<file path="config.mk">
export PLATFORM = sky130hd
export DESIGN_NAME = button_click_classifier_flat
export DESIGN_NICKNAME = d
export VERILOG_FILES = /design/src/bcc_pkg.sv /design/src/bcc_if.sv /design/src/bcc_core.sv /design/src/button_click_classifier.sv /design/src/flat_wrapper.sv
export VERILOG_INCLUDE_DIRS = /design/src /design/src/src
export SDC_FILE = /design/constraint.sdc
export NUM_CORES = 1
export LEC_CHECK = 0
export ABC_AREA = 1
export ABC_CLOCK_PERIOD_IN_PS = 7100
export BUFFER_PORTS_ARGS = -buffer_cell sky130_fd_sc_hd__buf_2
export CORE_MARGIN = 5
export CORE_UTILIZATION = 28
export DETAILED_ROUTE_END_ITERATION = 6
export PLACE_DENSITY_LB_ADDON = 0.05
export SYNTH_ARGS = -nofsm -noshare
export SYNTH_HDL_FRONTEND = slang
export SYNTH_SLANG_ARGS = --single-unit
</file>
<file path="constraint.sdc">
create_clock -name clk -period 7.1 [get_ports clk]
set_input_delay 1.065 -clock clk [delete_from_list [all_inputs] [get_ports clk]]
set_output_delay 1.065 -clock clk [all_outputs]
set_load 0.1 [all_outputs]
</file>
<file path="src/button_click_classifier_defines.svh">
// assertion macros used by the button click classifier rtl
`ifndef BUTTON_CLICK_CLASSIFIER_DEFINES_SVH
`define BUTTON_CLICK_CLASSIFIER_DEFINES_SVH

// same-cycle implication, sampled on clk, off while rst_n is low
`define BCC_ASSERT_NOW(label, ante, cons, msg) \
  label: assert property (@(posedge clk) disable iff (!rst_n) (ante) |-> (cons)) \
    else $error(msg);

// next-cycle implication, sampled on clk, off while rst_n is low
`define BCC_ASSERT_NEXT(label, ante, cons, msg) \
  label: assert property (@(posedge clk) disable iff (!rst_n) (ante) |=> (cons)) \
    else $error(msg);

`endif

</file>
<file path="src/bcc_pkg.sv">
// shared types and constants of the button click classifier
`default_nettype none

package bcc_pkg;

  localparam int unsigned WINDOW_W   = 16;
  localparam int unsigned DEBOUNCE_W = 8;
  localparam int unsigned STABLE_W   = 9;
  localparam int unsigned EDGE_W     = 4;
  localparam int unsigned GESTURE_W  = 3;
  localparam int unsigned CFG_IDX_W  = 1;
  localparam int unsigned CFG_DATA_W = 16;

  localparam logic [WINDOW_W-1:0]   WINDOW_RESET   = 16'd500;
  localparam logic [DEBOUNCE_W-1:0] DEBOUNCE_RESET = 8'd50;

  localparam logic [STABLE_W-1:0] STABLE_MAX = 9'd511;
  localparam logic [EDGE_W-1:0]   EDGE_MAX   = 4'd15;

  localparam logic [CFG_IDX_W-1:0] CFG_WINDOW   = 1'd0;
  localparam logic [CFG_IDX_W-1:0] CFG_DEBOUNCE = 1'd1;

  localparam logic [GESTURE_W-1:0] G_NONE  = 3'd0;
  localparam logic [GESTURE_W-1:0] G_CLICK = 3'd1;
  localparam logic [GESTURE_W-1:0] G_TWICE = 3'd2;
  localparam logic [GESTURE_W-1:0] G_TRICE = 3'd3;
  localparam logic [GESTURE_W-1:0] G_HELD  = 3'd4;

  typedef struct packed {
    logic [WINDOW_W-1:0]   window_ticks;
    logic [DEBOUNCE_W-1:0] debounce_ticks;
  } bcc_cfg_t;

endpackage

`default_nettype wire

</file>
<file path="src/bcc_if.sv">
// valid/ready channel interfaces for samples and gestures
`default_nettype none

interface bcc_in_if;
  logic valid;
  logic ready;
  logic pin_level;

  modport source (output valid, output pin_level, input ready);
  modport sink (input valid, input pin_level, output ready);
endinterface

interface bcc_out_if;
  logic       valid;
  logic       ready;
  logic [2:0] gesture;

  modport source (output valid, output gesture, input ready);
  modport sink (input valid, input gesture, output ready);
endinterface

`default_nettype wire

</file>
<file path="src/bcc_core.sv">
// gesture state machine: debounce, edge counting, window and evaluation
`default_nettype none

`include "button_click_classifier_defines.svh"

module bcc_core import bcc_pkg::*; (
  input  wire logic                 clk,
  input  wire logic                 rst_n,
  input  wire logic                 step,
  input  wire logic                 level,
  input  wire bcc_cfg_t             cfg,
  output logic [GESTURE_W-1:0]      gesture_nxt
);

  typedef enum logic [1:0] {PH_IDLE, PH_LOG, PH_EVAL, PH_RESET} phase_t;

  phase_t                phase_r, phase_nxt;
  logic                  last_level_r, last_level_nxt;
  logic [STABLE_W-1:0]   stable_r, stable_nxt;
  logic                  rise_armed_r, rise_armed_nxt;
  logic                  fall_armed_r, fall_armed_nxt;
  logic [EDGE_W-1:0]     rise_total_r, rise_total_nxt;
  logic [EDGE_W-1:0]     fall_total_r, fall_total_nxt;
  logic [WINDOW_W-1:0]   elapsed_r, elapsed_nxt;
  logic [GESTURE_W-1:0]  gesture_r;

  always_comb begin
    phase_nxt      = phase_r;
    last_level_nxt = last_level_r;
    rise_armed_nxt = rise_armed_r;
    fall_armed_nxt = fall_armed_r;
    rise_total_nxt = rise_total_r;
    fall_total_nxt = fall_total_r;
    elapsed_nxt    = elapsed_r;
    gesture_nxt    = gesture_r;
    stable_nxt     = (stable_r == STABLE_MAX) ? stable_r : stable_r + 1'b1;

    case (phase_r)
      PH_IDLE: begin
        if (level) begin
          elapsed_nxt = '0;
          phase_nxt   = PH_LOG;
        end
      end
      PH_LOG: begin
        if (level != last_level_r) begin
          stable_nxt     = '0;
          rise_armed_nxt = 1'b1;
          fall_armed_nxt = 1'b1;
        end
        if (stable_nxt > {1'b0, cfg.debounce_ticks}) begin
          if (level && rise_armed_nxt) begin
            rise_armed_nxt = 1'b0;
            if (rise_total_r != EDGE_MAX) rise_total_nxt = rise_total_r + 1'b1;
          end
          if (!level && fall_armed_nxt) begin
            fall_armed_nxt = 1'b0;
            if (fall_total_r != EDGE_MAX) fall_total_nxt = fall_total_r + 1'b1;
          end
        end
        last_level_nxt = level;
        if (elapsed_r >= cfg.window_ticks) begin
          phase_nxt = PH_EVAL;
        end else begin
          elapsed_nxt = elapsed_r + 1'b1;
        end
      end
      PH_EVAL: begin
        if (rise_total_r > fall_total_r) begin
          gesture_nxt = G_HELD;
        end else if (rise_total_r == fall_total_r) begin
          case (rise_total_r)
            4'd1:    gesture_nxt = G_CLICK;
            4'd2:    gesture_nxt = G_TWICE;
            4'd3:    gesture_nxt = G_TRICE;
            default: gesture_nxt = gesture_r;
          endcase
        end
        phase_nxt = PH_RESET;
      end
      PH_RESET: begin
        gesture_nxt    = G_NONE;
        rise_total_nxt = '0;
        fall_total_nxt = '0;
        phase_nxt      = PH_IDLE;
      end
      default: begin
        phase_nxt = PH_IDLE;
      end
    endcase
  end

  always_ff @(posedge clk) begin
    if (!rst_n) begin
      phase_r      <= PH_IDLE;
      last_level_r <= 1'b0;
      stable_r     <= '0;
      rise_armed_r <= 1'b0;
      fall_armed_r <= 1'b0;
      rise_total_r <= '0;
      fall_total_r <= '0;
      elapsed_r    <= '0;
      gesture_r    <= G_NONE;
    end else if (step) begin
      phase_r      <= phase_nxt;
      last_level_r <= last_level_nxt;
      stable_r     <= stable_nxt;
      rise_armed_r <= rise_armed_nxt;
      fall_armed_r <= fall_armed_nxt;
      rise_total_r <= rise_total_nxt;
      fall_total_r <= fall_total_nxt;
      elapsed_r    <= elapsed_nxt;
      gesture_r    <= gesture_nxt;
    end
  end

  `BCC_ASSERT_NOW(a_gesture_only_in_reset, gesture_r != G_NONE, phase_r == PH_RESET, "gesture outside reset phase")
  `BCC_ASSERT_NOW(a_idle_counts_clear, phase_r == PH_IDLE, rise_total_r == '0 && fall_total_r == '0, "edge counts not clear in idle")
  `BCC_ASSERT_NOW(a_window_bound, phase_r == PH_LOG, elapsed_r <= cfg.window_ticks, "window counter past window length")
  `BCC_ASSERT_NEXT(a_eval_then_reset, step && phase_r == PH_EVAL, phase_r == PH_RESET, "evaluate not followed by reset")

endmodule

`default_nettype wire

</file>
<file path="src/button_click_classifier.sv">
// out valid rises once the accepted sample moves from the input register into the result register; out stall holds it
// throughput: one sample transaction per clock cycle, sustained under no backpressure
// the input register and the result register form a two-stage valid/ready pipeline
// reset: synchronous on rst_n low; clears state, counters and both pipeline stages
// reset also loads window_ticks 500 and debounce_ticks 50
`default_nettype none

module button_click_classifier import bcc_pkg::*; (
  input  wire logic                  clk,
  input  wire logic                  rst_n,
  bcc_in_if.sink                     in_ch,
  bcc_out_if.source                  out_ch,
  input  wire logic                  cfg_we,
  input  wire logic [CFG_IDX_W-1:0]  cfg_index,
  input  wire logic [CFG_DATA_W-1:0] cfg_data
);

  bcc_cfg_t              cfg_r;
  logic                  in_valid_r;
  logic                  in_level_r;
  logic                  out_valid_r;
  logic [GESTURE_W-1:0]  out_gesture_r;
  logic [GESTURE_W-1:0]  gesture_nxt;
  logic                  advance;

  assign advance      = in_valid_r && (!out_valid_r || out_ch.ready);
  assign in_ch.ready  = !in_valid_r || advance;
  assign out_ch.valid   = out_valid_r;
  assign out_ch.gesture = out_gesture_r;

  always_ff @(posedge clk) begin
    if (!rst_n) begin
      cfg_r.window_ticks   <= WINDOW_RESET;
      cfg_r.debounce_ticks <= DEBOUNCE_RESET;
    end else if (cfg_we) begin
      case (cfg_index)
        CFG_WINDOW:   cfg_r.window_ticks   <= cfg_data[WINDOW_W-1:0];
        CFG_DEBOUNCE: cfg_r.debounce_ticks <= cfg_data[DEBOUNCE_W-1:0];
        default:      cfg_r <= cfg_r;
      endcase
    end
  end

  always_ff @(posedge clk) begin
    if (!rst_n) begin
      in_valid_r  <= 1'b0;
      out_valid_r <= 1'b0;
    end else begin
      if (in_ch.ready) in_valid_r <= in_ch.valid;
      if (advance) begin
        out_valid_r <= 1'b1;
      end else if (out_ch.ready) begin
        out_valid_r <= 1'b0;
      end
    end
  end

  always_ff @(posedge clk) begin
    if (in_ch.valid && in_ch.ready) in_level_r <= in_ch.pin_level;
    if (advance) out_gesture_r <= gesture_nxt;
  end

  bcc_core u_core (
    .clk         (clk),
    .rst_n       (rst_n),
    .step        (advance),
    .level       (in_level_r),
    .cfg         (cfg_r),
    .gesture_nxt (gesture_nxt)
  );

endmodule

`default_nettype wire
</file>
<file path="src/flat_wrapper.sv">
// flat-port wrapper written by rule: the top's interface ports become plain ports
module button_click_classifier_flat import bcc_pkg::*;
  (clk, rst_n, cfg_we, cfg_index, cfg_data, in_ch_valid, in_ch_pin_level, in_ch_ready, out_ch_valid, out_ch_gesture, out_ch_ready);
  bcc_in_if in_ch_i ();
  bcc_out_if out_ch_i ();
  input  wire logic clk;
  input  wire logic rst_n;
  input  wire logic cfg_we;
  input  wire logic [CFG_IDX_W-1:0] cfg_index;
  input  wire logic [CFG_DATA_W-1:0] cfg_data;
  input wire logic [$bits(in_ch_i.valid)-1:0] in_ch_valid;
  input wire logic [$bits(in_ch_i.pin_level)-1:0] in_ch_pin_level;
  output wire logic [$bits(in_ch_i.ready)-1:0] in_ch_ready;
  output wire logic [$bits(out_ch_i.valid)-1:0] out_ch_valid;
  output wire logic [$bits(out_ch_i.gesture)-1:0] out_ch_gesture;
  input wire logic [$bits(out_ch_i.ready)-1:0] out_ch_ready;
  assign in_ch_i.valid = in_ch_valid;
  assign in_ch_i.pin_level = in_ch_pin_level;
  assign in_ch_ready = in_ch_i.ready;
  assign out_ch_valid = out_ch_i.valid;
  assign out_ch_gesture = out_ch_i.gesture;
  assign out_ch_i.ready = out_ch_ready;
  button_click_classifier u_core (.clk(clk), .rst_n(rst_n), .in_ch(in_ch_i), .out_ch(out_ch_i), .cfg_we(cfg_we), .cfg_index(cfg_index), .cfg_data(cfg_data));
endmodule
</file>
==> results.ini <==
[outcome]
outcome = complete, no violations

[clocking]
cts-hold-fix-buffers = 0
tritoncts = yes
clock-root-buffer = sky130_fd_sc_hd__clkbuf_16
cts.sinks = 71
tritoncts.num_buffers = 9
clock_path_buffers = 2
worst_setup_hold_path_clk_slew_ps = 60
clock_insertion_delay_worst_skew_ps = 340
postCtsSetupBuffers = 0
resized_gates_after_cts = 0
cts_h_tree_depth = 3

[timing]
report.final.hold_viol_count = 0
report.final.slew_viol_count = 0
timing.final.crit_share_pct = 41.6
rsz0062_at_grt = no
totalNegativeSetupSlack_ps = 0
relSlewSlack_pct = 35.9
finalClockSkew_ps = 6.65
fmax_mhz = 339
finalCriticalPeriod_ps = 2950
number_of_setup_violations_in_the_final_report = 0
slew_of_the_pin_with_the_lowest_slew_margin_ps = 958

[power_and_ir_drop]
clockPowerShare_pct = 50.3
power_switching_w = 0.000276
power.share.combinational_pct = 11.2
swShare_pct = 24.9
p_per_area_mw_per_mm2 = 218
power_report.internal_total_w = 0.000833
power.sequential.fraction_pct = 38.5
peakVddDrop_mv = 0.144
leakagePower_nw = 2.19

[detailed_routing]
ant_nets = 0
wl_per_cell_um = 12.7
detail_route.first_pass.iterations = 4
num_vias = 3714
wl_um = 10700
drt_iter0_drc = 203
drt_drc_violations_left = 0
routed_via_density = 4.42

[grt]
antenna_violations_before_repair = 0
global_route.overflow_total = 0
grt_max_degree = 40
top_usage_layer = met2
grt_pass1_vias = 3623
met1_track_demand_over_resource_pct = 15.7
groute.layer.met3.usage_pct = 3.60
grt_use_met2_pct = 20.0
grtUsageTotal_pct = 12.3
first_pass_grt_wire_length_um = 18100

[logic_synthesis]
synth_cell_type_count = 41
mappedNetlistArea_mm2 = 0.00440
yosys.area_share.simple_pct = 27.8
synth_top_cells_by_area = sky130_fd_sc_hd__dfxtp_1 (31%), sky130_fd_sc_hd__ha_1 (11%), sky130_fd_sc_hd__nand2_1 (9.5%)
yosys.area_share.adder_pct = 10.8
yosysWarningCount = 0
synthDominantAreaCellType = sky130_fd_sc_hd__dfxtp_1
flip_flop_and_latch_count_after_synthesis = 71
synthMuxAreaShare_pct = 0
synth_top_family_by_area = simple AND/OR/NAND/NOR gates
synth.net_count = 661
yosysSeqAreaShare_pct = 33.2
synth_xor_area_share_pct = 3.76
synth_compound_area_share_pct = 15.3
yosys.area.top_type_share_pct = 30.5
syn-instance-count = 600
syn_area_per_cell_um2 = 7.33

[die]
row_count = 45
die_area_mm2 = 0.0183
boundaryPins = 28
starting_density_pct = 28.7
core_area_mm2 = 0.0153
die_h_um = 135
dieWidth_um = 135

[finish]
area_delta_synth_final_pct = 15.7
fraction_of_final_layout_cells_with_drive_strength_greater_than_1_pct = 16.4
mostFrequentLayoutCells = sky130_fd_sc_hd__nand2_1 (111), sky130_fd_sc_hd__inv_1 (74), sky130_fd_sc_hd__dfxtp_1 (67), sky130_fd_sc_hd__nor2_1 (65), sky130_fd_sc_hd__a21oi_1 (47)
finalNonFillerCells = 840
layout_commonest_cell = sky130_fd_sc_hd__nand2_1
final_net_count = 685
diodes = 0

[place]
post-dp-hpwl_um = 7790
place.port_buffers = 27
dp_cell_count = 824
routabilityCongestion = 0.787

[setup_path]
worst-endpoint-required_ps = 7330
reg2reg_setup_slack_ps = 4150
crit_arrival_ps = 3180
crit_path_cell_trace = ha_1, nand2_2, nor2_2, nand4_2, nand2_1, inv_1, nand3_1, xnor2_1, inv_1, nor2_1, ha_1, a21o_1, a21oi_1, nand2_1, nand2_1, nand3_2, nand2_1, inv_2, nor2_1, nor2_1
timing.critical_path.mode_cell = sky130_fd_sc_hd__nand2_1
critPathKind = flip-flop to flip-flop
critical-path-slowest-cell = sky130_fd_sc_hd__dfxtp_1
crit_path_start_kind = flip-flop
timing.critical_path.to_type = flip-flop
critical-path-top-delay-family = simple AND/OR/NAND/NOR gates
worst-path-max-fanout = 9
cp_num_buf_inv = 3
cp_max_stage_delay_ps = 380

[run]
max-cap-violations = 0

[worst_hold_path]
worstHoldPathType = flip-flop to flip-flop

[synth_stat cells, drive strengths merged]
library cell / n
a21o: 2
a21oi: 60
a31o: 1
a31oi: 2
and2: 1
and3: 1
buf: 4
clkbuf: 11
clkinv: 1
dfxtp: 67
edfxtp: 4
ha: 38
inv: 83
nand2: 129
nand3: 41
nand4: 5
nor2: 69
nor3: 6
nor3b: 3
o211ai: 11
o21ai: 37
o22ai: 1
o31ai: 1
or2: 4
xnor2: 6
xor2: 12
[worst paths after layout]
path / startpoint / endpoint / depth (start not counted)
setup / recovery: u_core.u_core.stable_r[0] / u_core.u_core.rise_total_r[2] / 20
hold / removal: u_core.cfg_r[20] / u_core.cfg_r[20] / 2
setup reg to reg: u_core.u_core.stable_r[0] / u_core.u_core.rise_total_r[2] / 20
hold reg to reg: u_core.cfg_r[20] / u_core.cfg_r[20] / 2
[power by group through the flow]
stage	combinational [W]	clock, W	sequential, W
3_5_place_dp	0.000126	0	0.000436
3_3_place_gp	0.000125	0	0.000436
2_1_floorplan	0.0000873	0	0.000443
4_1_cts	0.000127	0.000578	0.000427
5_1_grt	0.000142	0.000594	0.000429
6_report	0.000124	0.000558	0.000427
[worst register-to-register path, cell delays in order (launching register included)]
cell and delay, ps:
sky130_fd_sc_hd__dfxtp_1 380, sky130_fd_sc_hd__ha_1 200, sky130_fd_sc_hd__nand2_2 80, sky130_fd_sc_hd__nor2_2 140, sky130_fd_sc_hd__nand4_2 200, sky130_fd_sc_hd__nand2_1 120
sky130_fd_sc_hd__inv_1 50, sky130_fd_sc_hd__nand3_1 90, sky130_fd_sc_hd__xnor2_1 140, sky130_fd_sc_hd__inv_1 60, sky130_fd_sc_hd__nor2_1 110, sky130_fd_sc_hd__ha_1 260
sky130_fd_sc_hd__a21o_1 180, sky130_fd_sc_hd__a21oi_1 110, sky130_fd_sc_hd__nand2_1 60, sky130_fd_sc_hd__nand2_1 100, sky130_fd_sc_hd__nand3_2 180, sky130_fd_sc_hd__nand2_1 180
sky130_fd_sc_hd__inv_2 50, sky130_fd_sc_hd__nor2_1 80, sky130_fd_sc_hd__nor2_1 50
[registers in the layout (all words and copies together) (netlist names), 2 cells and up]
register	count
u_core.cfg_r	24
u_core.out_ch.gesture	3
u_core.u_core.elapsed_r	16
u_core.u_core.fall_total_r	4
u_core.u_core.gesture_r	3
u_core.u_core.phase_r	2
u_core.u_core.rise_total_r	4
u_core.u_core.stable_r	9
[cell type report]
cell class	instances	area [um2]
Multi-Input combinational cell	430	2540
Fill cell	1686	10200
Inverter	84	315
Clock inverter	6	133
Timing Repair Buffer	28	143
Tap cell	211	264
Sequential cell	71	1460
Clock buffer	10	229
[routing by layer]
layer	vias up	part of all wire (%)
li1	1999	-
met1	1677	50
met2	30	46
met3	8	2.7
met4	0	1.7
met5	-	0
[stage by stage]
stage | hold WS (ps) | worst slack (ps) | area [um2] | utilization, % | total power (W)
2_1_floorplan | 433 | 4070 | 4400 | - | 0.000531
3_3_place_gp | 453 | 4230 | 4720 | 30.8 | 0.000561
6_report | 462 | 4150 | 5080 | 33.2 | 0.00111
3_5_place_dp | 461 | 4150 | 4720 | 30.8 | 0.000563
5_1_grt | 482 | 3760 | 5080 | 33.2 | 0.00117
4_1_cts | 470 | 4120 | 5080 | 33.2 | 0.00113
[cells by family after synthesis]
family	after synthesis
flops	71
buf+inv	99
compound gates	115
fa+ha+maj	38
xor+xnor	18
simple gates	259
(Power assumes the default switching activity.)
